--- config.mk ---
export PLATFORM = sky130hd
export DESIGN_NAME = disk_buffer_cache_tags_flat
export DESIGN_NICKNAME = d
export VERILOG_FILES = /design/src/sv/dbct_pkg.sv /design/src/sv/dbct_if.sv /design/src/sv/dbct_tag_ram.sv /design/src/sv/dbct_match.sv /design/src/sv/dbct_ctrl.sv /design/src/sv/disk_buffer_cache_tags.sv /design/src/flat_wrapper.sv
export SDC_FILE = /design/constraint.sdc
export NUM_CORES = 1
export LEC_CHECK = 0
export ABC_AREA = 1
export BUFFER_PORTS_ARGS = -buffer_cell sky130_fd_sc_hd__clkbuf_2
export CAP_MARGIN = 20
export CORE_ASPECT_RATIO = 0.8
export CORE_MARGIN = 8
export CORE_UTILIZATION = 30
export CTS_CLUSTER_DIAMETER = 60
export CTS_CLUSTER_SIZE = 12
export DETAILED_ROUTE_END_ITERATION = 16
export PLACE_DENSITY = 0.48
export SYNTH_ARGS = -nofsm -noshare
export SYNTH_HDL_FRONTEND = slang
export SYNTH_SLANG_ARGS = --single-unit
export TNS_END_PERCENT = 30
--- constraint.sdc ---
create_clock -name clk -period 8.2 [get_ports clk]
set_input_delay 1.23 -clock clk [delete_from_list [all_inputs] [get_ports clk]]
set_output_delay 1.23 -clock clk [all_outputs]
set_load 0.05 [all_outputs]
--- src/sv/dbct_pkg.sv ---
// dbct_pkg: shared types and constants for the disk buffer cache tag manager
// depends on nothing; used by the interfaces and by every module but dbct_tag_ram
`default_nettype none

package dbct_pkg;

  // default sizes
  localparam int ENTRIES_DEF   = 16;
  localparam int LOCK_BITS_DEF = 8;

  // fixed payload widths
  localparam int KIND_W   = 2;
  localparam int BLOCK_W  = 32;
  localparam int CMD_W    = 2;
  localparam int SLOT_W   = 4;
  localparam int STATUS_W = 3;

  // disk size register after reset: every block number but the all-ones one in range
  localparam logic [BLOCK_W-1:0] DISK_BLOCKS_RST = '1;

  // operation codes
  typedef enum logic [KIND_W-1:0] {
    KIND_LOCK   = 2'd0,
    KIND_UNLOCK = 2'd1,
    KIND_FLUSH  = 2'd2
  } kind_t;

  // disk command codes
  typedef enum logic [CMD_W-1:0] {
    CMD_NONE  = 2'd0,
    CMD_READ  = 2'd1,
    CMD_WRITE = 2'd2
  } cmd_t;

  // status codes
  typedef enum logic [STATUS_W-1:0] {
    ST_OK           = 3'd0,
    ST_NO_BUF       = 3'd1,
    ST_RANGE        = 3'd2,
    ST_NOT_LOCKED   = 3'd3,
    ST_NOT_FOUND    = 3'd4,
    ST_FLUSH_LOCKED = 3'd5,
    ST_LOCK_FULL    = 3'd6
  } status_t;

  // one result item
  typedef struct packed {
    cmd_t               command;
    logic [BLOCK_W-1:0] command_block;
    logic [SLOT_W-1:0]  slot;
    status_t            status;
    logic               last;
  } rsp_t;

  // flags from the shared compare unit for the entry under test
  typedef struct packed {
    logic hit;       // valid and same block
    logic free;      // not valid
    logic unlocked;  // valid with lock count zero
    logic locked;    // valid with lock count non-zero
  } match_t;

endpackage

`default_nettype wire

--- src/sv/dbct_if.sv ---
// dbct_req_if and dbct_rsp_if: valid/ready channels for request and result items
// depends on dbct_pkg for payload widths
`default_nettype none

interface dbct_req_if
  import dbct_pkg::*;
();
  logic               valid;
  logic               ready;
  logic [KIND_W-1:0]  kind;
  logic [BLOCK_W-1:0] block;
  logic               write_flag;

  modport source (output valid, kind, block, write_flag, input ready);
  modport sink   (input valid, kind, block, write_flag, output ready);
endinterface

interface dbct_rsp_if
  import dbct_pkg::*;
();
  logic                valid;
  logic                ready;
  logic [CMD_W-1:0]    command;
  logic [BLOCK_W-1:0]  command_block;
  logic [SLOT_W-1:0]   slot;
  logic [STATUS_W-1:0] status;
  logic                last;

  modport source (output valid, command, command_block, slot, status, last, input ready);
  modport sink   (input valid, command, command_block, slot, status, last, output ready);
endinterface

`default_nettype wire

--- src/sv/dbct_tag_ram.sv ---
// dbct_tag_ram: entry store holding lock count and block number per entry
// one write port, one read port with registered read data; no dependencies
`default_nettype none

module dbct_tag_ram #(
  parameter int DEPTH = 16,
  parameter int WIDTH = 40
) (
  input  wire logic                     clk,
  input  wire logic                     we,
  input  wire logic [$clog2(DEPTH)-1:0] waddr,
  input  wire logic [WIDTH-1:0]         wdata,
  input  wire logic                     re,
  input  wire logic [$clog2(DEPTH)-1:0] raddr,
  output      logic [WIDTH-1:0]         rdata
);

  logic [WIDTH-1:0] mem [DEPTH];

  // write port
  always_ff @(posedge clk) begin
    if (we) begin
      mem[waddr] <= wdata;
    end
  end

  // read port, data held while not enabled
  always_ff @(posedge clk) begin
    if (re) begin
      rdata <= mem[raddr];
    end
  end

endmodule

`default_nettype wire

--- src/sv/dbct_match.sv ---
// dbct_match: shared compare unit, tests one entry against the request block
// depends on dbct_pkg for match_t
`default_nettype none

module dbct_match
  import dbct_pkg::*;
#(
  parameter int LOCK_BITS = LOCK_BITS_DEF
) (
  input  wire logic                 entry_valid,
  input  wire logic [LOCK_BITS-1:0] entry_lock,
  input  wire logic [BLOCK_W-1:0]   entry_block,
  input  wire logic [BLOCK_W-1:0]   key,
  output      match_t               m
);

  logic lock_zero;

  // tag compare and lock state of the entry
  always_comb begin
    lock_zero  = (entry_lock == '0);
    m.hit      = entry_valid && (entry_block == key);
    m.free     = !entry_valid;
    m.unlocked = entry_valid && lock_zero;
    m.locked   = entry_valid && !lock_zero;
  end

endmodule

`default_nettype wire

--- src/sv/dbct_ctrl.sv ---
// dbct_ctrl: sequencer that scans the entry store and issues result items
// depends on dbct_pkg, dbct_if; drives dbct_tag_ram and reads dbct_match
`default_nettype none

module dbct_ctrl
  import dbct_pkg::*;
#(
  parameter int ENTRIES   = ENTRIES_DEF,
  parameter int LOCK_BITS = LOCK_BITS_DEF
) (
  input  wire logic                           clk,
  input  wire logic                           rst,
  input  wire logic [BLOCK_W-1:0]             disk_blocks,
  dbct_req_if.sink                            req,
  dbct_rsp_if.source                          rsp,
  output      logic                           mem_re,
  output      logic [$clog2(ENTRIES)-1:0]     mem_raddr,
  output      logic                           mem_we,
  output      logic [$clog2(ENTRIES)-1:0]     mem_waddr,
  output      logic [LOCK_BITS+BLOCK_W-1:0]   mem_wdata,
  input  wire logic [LOCK_BITS+BLOCK_W-1:0]   mem_rdata,
  output      logic                           chk_valid,
  output      logic [BLOCK_W-1:0]             key,
  input  wire match_t                         m
);

  localparam int IDX_W = $clog2(ENTRIES);
  localparam logic [IDX_W-1:0] LAST_IDX = IDX_W'(ENTRIES - 1);

  typedef enum logic [1:0] {
    S_IDLE,
    S_SCAN,
    S_FINISH,
    S_GRANT
  } state_t;

  state_t state;

  // request held for the whole operation
  kind_t              op_kind;
  logic [BLOCK_W-1:0] op_block;
  logic               op_write;

  // scan pipeline: read issue, then check
  logic             issue;
  logic [IDX_W-1:0] scan_idx;
  logic             p_vld;
  logic [IDX_W-1:0] p_idx;

  // scan findings
  logic                 hit_f;
  logic [IDX_W-1:0]     hit_idx;
  logic [LOCK_BITS-1:0] hit_lock;
  logic                 free_f;
  logic [IDX_W-1:0]     free_idx;
  logic                 sel_f;       // victim for lock, first locked for flush
  logic [IDX_W-1:0]     sel_idx;
  logic [BLOCK_W-1:0]   sel_block;
  logic [IDX_W-1:0]     grant_idx;

  // per-entry flags
  logic [ENTRIES-1:0] valid_q;
  logic [ENTRIES-1:0] dirty_q;

  // output register
  logic out_vld;
  rsp_t out_q;

  logic                 out_free;
  logic                 chk;
  logic                 wb_now;
  logic                 adv;
  logic [LOCK_BITS-1:0] r_lock;
  logic [BLOCK_W-1:0]   r_block;
  logic                 fin_go;
  logic                 grant_go;

  assign r_lock  = mem_rdata[LOCK_BITS+BLOCK_W-1:BLOCK_W];
  assign r_block = mem_rdata[BLOCK_W-1:0];

  // handshake and payload
  assign req.ready         = (state == S_IDLE);
  assign rsp.valid         = out_vld;
  assign rsp.command       = out_q.command;
  assign rsp.command_block = out_q.command_block;
  assign rsp.slot          = out_q.slot;
  assign rsp.status        = out_q.status;
  assign rsp.last          = out_q.last;

  // feed to the compare unit
  assign chk_valid = valid_q[p_idx];
  assign key       = op_block;

  // scan control: flush write-backs hold the scan while the output is full
  always_comb begin
    out_free = !out_vld || rsp.ready;
    chk      = (state == S_SCAN) && p_vld;
    wb_now   = chk && (op_kind == KIND_FLUSH) && m.unlocked && dirty_q[p_idx];
    adv      = (state == S_SCAN) && !(wb_now && !out_free);
    fin_go   = (state == S_FINISH) && out_free;
    grant_go = (state == S_GRANT) && out_free;
  end

  // store read and write
  always_comb begin
    mem_re    = adv && issue;
    mem_raddr = scan_idx;
    mem_we    = 1'b0;
    mem_waddr = hit_idx;
    mem_wdata = {hit_lock + LOCK_BITS'(1), op_block};
    if (fin_go && hit_f) begin
      if (op_kind == KIND_LOCK && hit_lock != '1) begin
        mem_we = 1'b1;
      end else if (op_kind == KIND_UNLOCK && hit_lock != '0) begin
        mem_we    = 1'b1;
        mem_wdata = {hit_lock - LOCK_BITS'(1), op_block};
      end
    end
    if (grant_go) begin
      mem_we    = 1'b1;
      mem_waddr = grant_idx;
      mem_wdata = {LOCK_BITS'(1), op_block};
    end
  end

  // sequencer
  always_ff @(posedge clk) begin
    if (rst) begin
      state   <= S_IDLE;
      out_vld <= 1'b0;
      valid_q <= '0;
      dirty_q <= '0;
      issue   <= 1'b0;
      p_vld   <= 1'b0;
    end else begin
      if (out_vld && rsp.ready) begin
        out_vld <= 1'b0;
      end
      unique case (state)
        S_IDLE: begin
          if (req.valid) begin
            op_kind  <= kind_t'(req.kind);
            op_block <= req.block;
            op_write <= req.write_flag;
            hit_f    <= 1'b0;
            free_f   <= 1'b0;
            sel_f    <= 1'b0;
            scan_idx <= '0;
            issue    <= 1'b1;
            p_vld    <= 1'b0;
            if (req.kind == KIND_LOCK || req.kind == KIND_UNLOCK ||
                req.kind == KIND_FLUSH) begin
              state <= S_SCAN;
            end else begin
              state <= S_FINISH;
            end
          end
        end

        S_SCAN: begin
          if (adv) begin
            // advance the read pipeline
            p_vld <= issue;
            p_idx <= scan_idx;
            if (issue) begin
              if (scan_idx == LAST_IDX) begin
                issue <= 1'b0;
              end else begin
                scan_idx <= scan_idx + 1'b1;
              end
            end
            // record findings for the entry under test
            if (chk) begin
              if (m.hit && !hit_f) begin
                hit_f    <= 1'b1;
                hit_idx  <= p_idx;
                hit_lock <= r_lock;
              end
              if (m.free && !free_f) begin
                free_f   <= 1'b1;
                free_idx <= p_idx;
              end
              if (!sel_f && ((op_kind == KIND_FLUSH && m.locked) ||
                             (op_kind != KIND_FLUSH && m.unlocked))) begin
                sel_f     <= 1'b1;
                sel_idx   <= p_idx;
                sel_block <= r_block;
              end
              if (wb_now) begin
                out_vld          <= 1'b1;
                out_q            <= '{CMD_WRITE, r_block, SLOT_W'(p_idx), ST_OK, 1'b0};
                valid_q[p_idx]   <= 1'b0;
                dirty_q[p_idx]   <= 1'b0;
              end
              if (p_idx == LAST_IDX) begin
                state <= S_FINISH;
              end
            end
          end
        end

        S_FINISH: begin
          if (out_free) begin
            out_vld <= 1'b1;
            state   <= S_IDLE;
            case (op_kind)
              KIND_LOCK: begin
                if (hit_f) begin
                  out_q <= '{CMD_NONE, op_block, SLOT_W'(hit_idx),
                             (hit_lock == '1) ? ST_LOCK_FULL : ST_OK, 1'b1};
                end else if (op_block >= disk_blocks) begin
                  out_q <= '{CMD_NONE, op_block, '0, ST_RANGE, 1'b1};
                end else if (free_f) begin
                  out_vld   <= 1'b0;
                  grant_idx <= free_idx;
                  state     <= S_GRANT;
                end else if (sel_f) begin
                  // evict the victim, writing it back first if dirty
                  grant_idx <= sel_idx;
                  state     <= S_GRANT;
                  if (dirty_q[sel_idx]) begin
                    out_q            <= '{CMD_WRITE, sel_block, SLOT_W'(sel_idx), ST_OK, 1'b0};
                    dirty_q[sel_idx] <= 1'b0;
                  end else begin
                    out_vld <= 1'b0;
                  end
                end else begin
                  out_q <= '{CMD_NONE, op_block, '0, ST_NO_BUF, 1'b1};
                end
              end
              KIND_UNLOCK: begin
                if (!hit_f) begin
                  out_q <= '{CMD_NONE, op_block, '0, ST_NOT_FOUND, 1'b1};
                end else if (hit_lock == '0) begin
                  out_q <= '{CMD_NONE, op_block, SLOT_W'(hit_idx), ST_NOT_LOCKED, 1'b1};
                end else begin
                  if (op_write) begin
                    dirty_q[hit_idx] <= 1'b1;
                  end
                  out_q <= '{CMD_NONE, op_block, SLOT_W'(hit_idx), ST_OK, 1'b1};
                end
              end
              KIND_FLUSH: begin
                if (sel_f) begin
                  out_q <= '{CMD_NONE, sel_block, SLOT_W'(sel_idx), ST_FLUSH_LOCKED, 1'b1};
                end else begin
                  out_q <= '{CMD_NONE, '0, '0, ST_OK, 1'b1};
                end
              end
              default: begin
                out_q <= '{CMD_NONE, '0, '0, ST_OK, 1'b1};
              end
            endcase
          end
        end

        S_GRANT: begin
          // new entry: valid, clean, locked once
          if (out_free) begin
            out_vld            <= 1'b1;
            out_q              <= '{CMD_READ, op_block, SLOT_W'(grant_idx), ST_OK, 1'b1};
            valid_q[grant_idx] <= 1'b1;
            dirty_q[grant_idx] <= 1'b0;
            state              <= S_IDLE;
          end
        end

        default: begin
          state <= S_IDLE;
        end
      endcase
    end
  end

endmodule

`default_nettype wire

--- src/sv/disk_buffer_cache_tags.sv ---
// disk_buffer_cache_tags: top level of the disk buffer cache tag manager
// depends on dbct_pkg, dbct_if, dbct_tag_ram, dbct_match, dbct_ctrl
//
//  channel  dir  handshake          payload
//  req      in   valid / ready      kind, block, write_flag
//  rsp      out  valid / ready      command, command_block, slot, status, last
//  cfg      in   cfg_we             cfg_wdata (disk_blocks)
//
// one item at a time; lock, unlock and flush scan every entry, reading one entry a
// cycle from the entry store through the shared compare unit unless a flush
// write-back stalls; a lock granted an entry adds a grant state for the read
// an unused operation code skips the scan and goes straight to the final item
// reset clears the valid and dirty flags at once; no clearing pass
// a result item not yet taken stalls flush write-backs, the final item and the grant
`default_nettype none

module disk_buffer_cache_tags
  import dbct_pkg::*;
#(
  parameter int ENTRIES   = ENTRIES_DEF,
  parameter int LOCK_BITS = LOCK_BITS_DEF
) (
  input  wire logic               clk,
  input  wire logic               rst,
  input  wire logic               cfg_we,
  input  wire logic [BLOCK_W-1:0] cfg_wdata,
  dbct_req_if.sink                req,
  dbct_rsp_if.source              rsp
);

  localparam int IDX_W  = $clog2(ENTRIES);
  localparam int WORD_W = LOCK_BITS + BLOCK_W;

  logic [BLOCK_W-1:0] disk_blocks;
  logic               mem_re;
  logic [IDX_W-1:0]   mem_raddr;
  logic               mem_we;
  logic [IDX_W-1:0]   mem_waddr;
  logic [WORD_W-1:0]  mem_wdata;
  logic [WORD_W-1:0]  mem_rdata;
  logic               chk_valid;
  logic [BLOCK_W-1:0] key;
  match_t             m;

  // disk size register
  always_ff @(posedge clk) begin
    if (rst) begin
      disk_blocks <= DISK_BLOCKS_RST;
    end else if (cfg_we) begin
      disk_blocks <= cfg_wdata;
    end
  end

  // entry store
  dbct_tag_ram #(
    .DEPTH (ENTRIES),
    .WIDTH (WORD_W)
  ) u_ram (
    .clk   (clk),
    .we    (mem_we),
    .waddr (mem_waddr),
    .wdata (mem_wdata),
    .re    (mem_re),
    .raddr (mem_raddr),
    .rdata (mem_rdata)
  );

  // shared compare unit
  dbct_match #(
    .LOCK_BITS (LOCK_BITS)
  ) u_match (
    .entry_valid (chk_valid),
    .entry_lock  (mem_rdata[WORD_W-1:BLOCK_W]),
    .entry_block (mem_rdata[BLOCK_W-1:0]),
    .key         (key),
    .m           (m)
  );

  // sequencer
  dbct_ctrl #(
    .ENTRIES   (ENTRIES),
    .LOCK_BITS (LOCK_BITS)
  ) u_ctrl (
    .clk         (clk),
    .rst         (rst),
    .disk_blocks (disk_blocks),
    .req         (req),
    .rsp         (rsp),
    .mem_re      (mem_re),
    .mem_raddr   (mem_raddr),
    .mem_we      (mem_we),
    .mem_waddr   (mem_waddr),
    .mem_wdata   (mem_wdata),
    .mem_rdata   (mem_rdata),
    .chk_valid   (chk_valid),
    .key         (key),
    .m           (m)
  );

endmodule

`default_nettype wire

--- src/flat_wrapper.sv ---
// flat-port wrapper written by rule: the top's interface ports become plain ports
module disk_buffer_cache_tags_flat import dbct_pkg::*;
#(
  parameter int ENTRIES   = ENTRIES_DEF,
  parameter int LOCK_BITS = LOCK_BITS_DEF
)
  (clk, rst, cfg_we, cfg_wdata, req_valid, req_kind, req_block, req_write_flag, req_ready, rsp_valid, rsp_command, rsp_command_block, rsp_slot, rsp_status, rsp_last, rsp_ready);
  dbct_req_if req_i ();
  dbct_rsp_if rsp_i ();
  input  wire logic clk;
  input  wire logic rst;
  input  wire logic cfg_we;
  input  wire logic [BLOCK_W-1:0] cfg_wdata;
  input wire logic [$bits(req_i.valid)-1:0] req_valid;
  input wire logic [$bits(req_i.kind)-1:0] req_kind;
  input wire logic [$bits(req_i.block)-1:0] req_block;
  input wire logic [$bits(req_i.write_flag)-1:0] req_write_flag;
  output wire logic [$bits(req_i.ready)-1:0] req_ready;
  output wire logic [$bits(rsp_i.valid)-1:0] rsp_valid;
  output wire logic [$bits(rsp_i.command)-1:0] rsp_command;
  output wire logic [$bits(rsp_i.command_block)-1:0] rsp_command_block;
  output wire logic [$bits(rsp_i.slot)-1:0] rsp_slot;
  output wire logic [$bits(rsp_i.status)-1:0] rsp_status;
  output wire logic [$bits(rsp_i.last)-1:0] rsp_last;
  input wire logic [$bits(rsp_i.ready)-1:0] rsp_ready;
  assign req_i.valid = req_valid;
  assign req_i.kind = req_kind;
  assign req_i.block = req_block;
  assign req_i.write_flag = req_write_flag;
  assign req_ready = req_i.ready;
  assign rsp_valid = rsp_i.valid;
  assign rsp_command = rsp_i.command;
  assign rsp_command_block = rsp_i.command_block;
  assign rsp_slot = rsp_i.slot;
  assign rsp_status = rsp_i.status;
  assign rsp_last = rsp_i.last;
  assign rsp_i.ready = rsp_ready;
  disk_buffer_cache_tags #(.ENTRIES(ENTRIES), .LOCK_BITS(LOCK_BITS)) u_core (.clk(clk), .rst(rst), .cfg_we(cfg_we), .cfg_wdata(cfg_wdata), .req(req_i), .rsp(rsp_i));
endmodule
# Yosys cells after proc, flatten, opt, wreduce, memory -nomap -nowiden

Memories as Yosys holds them, arrays and structs flattened. A register that Yosys moved wholly into a read port is not among the register bits.
Index checks and enable logic that the tools add are counted.

Memory bits (writable): 640
Logic and storage cells: 263
Latch bits: 0
Memory bits (read-only): 0
Memories: 1
Input bits: 72
Register bits after elaboration: 213

Eq/ne operators: 36
Order comparisons: 9
Multipliers: 0
Shifts and indexed selects: 0
Bitwise logic cells: 12
Add/subtract/negate cells: 3
Divide/modulo/power cells: 0
Muxes and demuxes: 114
Reduce and logical (&&, ||, !) cells: 62

Memories:

| memory           | depth | bits a word | read ports | clocked after memory_dff | write ports | RTL line           | source |
|---|---|---|---|---|---|---|---|
| u_core.u_ram.mem | 16    | 40          | 1          | 1                        | 1           | dbct_tag_ram.sv:18 | `logic [WIDTH-1:0] mem [DEPTH];` |

Operator list:

| kind                                                 | number |
|---|---|
| two-way mux 42 bit                                   | 10 |
| two-way mux 16 bit                                   | 17 |
| case mux 42 bit (3 select lines)                     | 2 |
| two-way mux 40 bit                                   | 5 |
| AND 16 bit                                           | 4 |
| case mux 16 bit (2 select lines)                     | 2 |
| NOT 16 bit                                           | 3 |
| case mux 16 bit (3 select lines)                     | 1 |
| two-way mux 1 bit                                    | 40 |
| == test 32 bit                                       | 1 |
| >= comparator 32 bit                                 | 1 |
| OR 16 bit                                            | 2 |
| AND reduction 6 bit                                  | 5 |
| two-way mux 4 bit                                    | 7 |
| logical AND 1 bit                                    | 25 |
| two-way mux 2 bit                                    | 12 |
| != test 3 bit (second input constant)                | 7 |
| < comparator 4 x 5 -> 1 bit (second input constant)  | 4 |
| AND reduction 5 bit                                  | 4 |
| != test 2 bit (second input constant)                | 9 |
| demux 1 bit (select 4 bit)                           | 4 |
| >= comparator 4 x 1 -> 1 bit (second input constant) | 4 |
| zero test 8 bit                                      | 2 |
| AND reduction 15 bit                                 | 1 |
| 30 further kinds                                     | 64 |

# Logic depth before layout (Yosys ltp)

Word-level depth: 14
Depth in mapped cells: 20
Depth with buffers taken out: 19

# Hierarchy

A second synthesis with hierarchy kept.

Cell total of the unflattened synthesis: 4,499
Area, all modules: 42,356.9 µm²

Modules (own cells, without submodules):

| module                 | area an instance (µm²) | instances | cells an instance | sequential area each (µm²) |
|---|---|---|---|---|
| dbct_tag_ram           | 28,691.3               | 1         | 2,643             | 20,419.6 |
| dbct_ctrl              | 11,890.2               | 1         | 1,572             | 5,064.9 |
| disk_buffer_cache_tags | 1,169.9                | 1         | 140               | 640.6 |
| dbct_match             | 605.6                  | 1         | 144               | 0.0 |

# Least setup slack after synthesis

No wires, ideal clock.

Path kind: reg2reg
Start point: reg u_core.u_ctrl.op_block[0], in the netlist u_core.u_ctrl.key[0]
End point: reg u_core.u_ctrl.out_q (netlist bit u_core.u_ctrl.rsp.command[0]), enable pin
Setup slack: 3,843 ps
Library setup time: 455 ps
Cell stages (with the launch flop): 15
Period minus slack after synthesis: 4,357 ps
Arrival time: 3,901 ps
Buffers on the path: 1
Required time: 7,745 ps
Path through: edfxtp_1 > inv_1 > ha_1 > nand2_1 > nor2_1 > and2_1 > nor2_1 > nand2_1 > nand2_1 > nand2_1 > nand2_1 > nand3_1 > inv_2 > buf_2 > a21oi_1

Longest elaborated chain between the ends: 3
Elaborated cells between the ends (all ways): 4
Classes of those cells: order compare (1); eq/ne (2); reduce/logical (1)

RTL lines:

| element                                                                           | RTL line         | source |
|---|---|---|
| from (decl)                                                                       | dbct_ctrl.sv:41  | `logic [BLOCK_W-1:0] op_block;` |
| from (signal assigned)                                                            | dbct_ctrl.sv:143 | `op_block <= req.block;` |
| >= comparator 32 bit *                                                            | dbct_ctrl.sv:211 | `end else if (op_block >= disk_blocks) begin` |
| != test 6 x 4 -> 1 bit (no line) / != test 5 x 4 -> 1 bit (equally long branches) | --               |  |
| AND reduction 9 bit (no line) *                                                   | --               |  |
| to (signal assigned)                                                              | dbct_ctrl.sv:209 | `out_q <= '{CMD_NONE, op_block, SLOT_W'(hit_idx),` |
| to (signal assigned)                                                              | dbct_ctrl.sv:212 | `out_q <= '{CMD_NONE, op_block, '0, ST_RANGE, 1'b1};` |
| to (signal assigned)                                                              | dbct_ctrl.sv:222 | `out_q <= '{CMD_WRITE, sel_block, SLOT_W'(sel_idx), ST_OK, 1'b0};` |
| to (decl)                                                                         | dbct_ctrl.sv:67  | `rsp_t out_q;` |

Every way passes the cells marked *; elsewhere a longest branch is shown, timed or not.
A chain may end at the register's enable or synchronous reset.

# Worst setup path after layout

Start point: reg u_core.u_ctrl.op_kind[0]
End point: mem u_core.u_ram.mem[8][13], enable pin

Longest elaborated chain between the ends: 8
Elaborated cells between the ends (all ways): 10
Classes of those cells: eq/ne (1); mux (6); reduce/logical (3)

RTL lines:

| element                                   | RTL line           | source |
|---|---|---|
| from (decl)                               | dbct_ctrl.sv:40    | `kind_t op_kind;` |
| from (signal assigned)                    | dbct_ctrl.sv:142   | `op_kind <= kind_t'(req.kind);` |
| == test 2 x 1 -> 1 bit                    | dbct_ctrl.sv:114   | `end else if (op_kind == KIND_UNLOCK && hit_lock != '0) begin` |
| logical AND 1 bit                         | dbct_ctrl.sv:114   |  |
| two-way mux 1 bit                         | dbct_ctrl.sv:114   |  |
| two-way mux 1 bit *                       | dbct_ctrl.sv:112   | `if (op_kind == KIND_LOCK && hit_lock != '1) begin` |
| two-way mux 1 bit *                       | dbct_ctrl.sv:111   | `if (fin_go && hit_f) begin` |
| two-way mux 1 bit *                       | dbct_ctrl.sv:119   | `if (grant_go) begin` |
| two-way mux 1 bit *                       | dbct_tag_ram.sv:22 | `if (we) begin` |
| two-way mux 1 bit (implied by the code) * | dbct_tag_ram.sv:23 | `mem[waddr] <= wdata;` |
| to (decl)                                 | dbct_tag_ram.sv:18 |  |

Marks and branches as above.

==> results.toml <==
[status]
status = "completed"

[routing]
drt_iter0_drc = 2998
drtPass1Iterations = 5
wl_mm = 120
ant_nets = 0
vias = 27800
drc = 0
vias_per_cell = 5.12
wl_per_cell_um = 22.2

[worst_setup_path]
crit_path_end_kind = "register"
startpoint_type = "register"
crit_buf_inv = 3
slowest_stage = "ha_1"
crit_family = "buffers and inverters"
crit_required_ns = 8.52
max_stage_delay_ns = 0.93
crit_chain = "inv_1, ha_1, inv_1, o21ai_0, nand2_1, nand2_1, nand3_1, nor2_4, buf_4"
path_class = "reg -> reg"
cp.arrival_ns = 4.68
crit_fanout = 31

[clock_tree]
post-cts-setup-buffers = 0
clockBufferDepth = 3
cts_tree = "yes"
clk_latency_ns = 0.69
cts_sinks = 893
cts_max_level = 3
postCtsResizedCells = 0
numCtsBuffers = 87
cts_hold_buf = 0
cts_root_buf = "clkbuf_16"
clk_pin_slew_ns = 0.06

[place]
dp_hpwl_mm = 74.5
place_congestion = 0.951
portBuffers = 115
dp_cells = 5307

[timing]
rsz0062_at_grt = "false"
relSlewSlack = 0.222
fmax_ghz = 0.230
hold_viol = 0
worst_pin_slew_ns = 1.17
tns_ns = 0
hold_ws_ns = 0.432
setup_viol_count_final = 0
fin_skew_ns = 0.0442
fin_crit_ns = 4.36
finalMaxSlewViolations = 0
post-route-period-util = 0.531

[layout]
finalNetCount = 3768
drive_above_1_share = 0.0924
fin_cells = 5432
fillers = 13000
area_delta_synth_final_pct = 13.7
final_core_util = 0.342
seqCellArea_um2 = 26100
multi_input_area_um2 = 11000

[global_route]
grt_use_total = 0.166
grt_pass1_wl_mm = 178
grt-ovfl-total = 0
antenna_found_initial = 5
grt_pass1_vias = 26600
grt_max_degree = 151

[synthesis]
ys_seq_area_frac = 0.674
ys_ff_latch = 893
synth_cells = 3570
syn_nets = 3681
post_synth.cell_area_avg_um2 = 10.9
synth_area_um2 = 38800
ys_warn_count = 0
synthDistinctLibCells = 45

[power_and_ir_drop]
power_density_nw_per_um2 = 271
power_uw = 11900
power.leakage_uw = 0.0155
max-vdd-ir-drop_uv = 152

[floorplanning]
die_area_um2 = 141000
chipWidth_um = 418
start_util = 0.301
rows = 118
dieHeight_um = 338
ios = 116
fp.coreArea_um2 = 129000

[job]
cap_viol_max_count = 0

[worst_hold_path]
hp-class = "reg -> reg"
metrics by stage:
stage | setup slack (ns) | area, um^2
floorplan | 3.84 | 38800
global placement | 3.96 | 41500
detailed placement | 3.87 | 41500
CTS | 3.88 | 44000
global route | 3.57 | 44100
finish | 3.84 | 44100
kinds of logic (layout without fill, tap and decap cells):
group                    Yosys count  in the layout  share of synthesized area
AND/OR/NAND/NOR                 1288           1288                      0.135
flip-flops                       893            893                      0.674
AO/OA/AOI/OAI                    860            860                      0.128
buffers and inverters            476            597                     0.0471
adder cells (fa/ha/maj)           39             39                     0.0126
XOR/XNOR                          14             14                    0.00316
other                              0              1                          0
report_power, final:
part           switching (uW)  internal, uW
combinational            1960           703
clock                    1760          2030
sequential                166          5310
total                    3890          8040
cell type report:
class,count,share of cell area
antenna,1,0.0000568
clock buffer,107,0.0516
clock inverter,16,0.00545
inverter,279,0.0240
multi-input combinational,2201,0.249
sequential,893,0.593
tap,1740,0.0494
timing repair buffer,195,0.0275
worst register-to-register path, delay by kind of cell (launching register included):
| family | cells | cell delay, ns |
|---|---|---|
| buf+inv | 3 | 1.28 |
| compound gates | 1 | 0.31 |
| flops | 1 | 0.42 |
| fa+ha+maj | 1 | 0.93 |
| simple gates | 4 | 1.03 |
layer usage:
metal | up-vias | track usage | part of all wire
li1 | 12900 | - | -
met5 | - | 0 | 0
met4 | 0 | 0.0330 | 0.015
met3 | 115 | 0.0287 | 0.065
met1 | 13900 | 0.246 | 0.48
met2 | 919 | 0.255 | 0.44
worst paths after layout:
check / startpoint / to / slack (ns) / cells after the start
worst min register to register: u_core.u_ram.rdata[33] / u_core.u_ctrl.hit_lock[1] / 0.43 / 0
worst min-delay path: u_core.u_ram.rdata[33] / u_core.u_ctrl.hit_lock[1] / 0.43 / 0
worst max register to register: u_core.u_ctrl.op_kind[0] / u_core.u_ram.mem[8][13] / 3.84 / 9
worst max-delay path: u_core.u_ctrl.op_kind[0] / u_core.u_ram.mem[8][13] / 3.84 / 9
state kept, by name, indices dropped and copies added, names as in the netlist, 8 cells and up:
register                         count
u_core.u_ram.mem                   640
u_core.u_ram.rdata                  40
u_core.disk_blocks                  32
u_core.u_ctrl.key                   32
u_core.u_ctrl.rsp.command_block     32
u_core.u_ctrl.sel_block             32
u_core.u_ctrl.dirty_q               16
u_core.u_ctrl.valid_q               16
u_core.u_ctrl.hit_lock               8
Yosys cell counts:
cell | instances | share of area
clkinv_1 | 3 | 0.00029
nor3_1 | 25 | 0.0032
nand4_1 | 46 | 0.0074
nor2_8 | 1 | 0.00052
edfxtp_1 | 824 | 0.64
nand2_2 | 3 | 0.00048
o22ai_1 | 162 | 0.026
xor2_1 | 9 | 0.0020
o31ai_1 | 7 | 0.0014
o21ai_1 | 11 | 0.0014
a211oi_1 | 1 | 0.00019
clkbuf_2 | 1 | 0.00013
o21ai_0 | 432 | 0.056
buf_4 | 3 | 0.00058
clkbuf_1 | 158 | 0.015
nor2_2 | 2 | 0.00032
a32o_1 | 4 | 0.0010
a41oi_1 | 1 | 0.00023
nand2_4 | 2 | 0.00058
nor2_4 | 1 | 0.00029
a22oi_1 | 11 | 0.0021
and2_1 | 1 | 0.00016
a221oi_1 | 1 | 0.00023
o211ai_1 | 18 | 0.0035
nor4_1 | 7 | 0.0011
inv_2 | 5 | 0.00048
and3_1 | 2 | 0.00032
o2111ai_1 | 3 | 0.00068
inv_1 | 270 | 0.026
nand3_2 | 1 | 0.00026
inv_4 | 1 | 0.00016
o21a_1 | 34 | 0.0066
buf_2 | 20 | 0.0026
o221ai_1 | 64 | 0.014
nand3_1 | 120 | 0.015
nor4b_1 | 1 | 0.00023
a31oi_1 | 10 | 0.0016
nor2_1 | 539 | 0.052
nand2_1 | 537 | 0.052
ha_1 | 39 | 0.013
a21oi_1 | 100 | 0.013
dfxtp_1 | 69 | 0.036
a22o_1 | 1 | 0.00023
buf_1 | 15 | 0.0015
xnor2_1 | 5 | 0.0011
placed cells by master (no fill, tap or decap), types with 34 or more instances in the layout:
cell type  synthesis  layout
buf_4              3      77
nor2_1           539     518
a21oi_1          100      97
o21ai_0          432     432
inv_1            270     266
edfxtp_1         824     824
o221ai_1          64      64
nand4_1           46      46
o21a_1            34      34
dfxtp_1           69      69
clkbuf_2           1     115
nand2_1          537     537
o22ai_1          162     162
nand3_1          120     120
ha_1              39      39
clkbuf_16          0      88
Power figures use the tool's default switching activity.
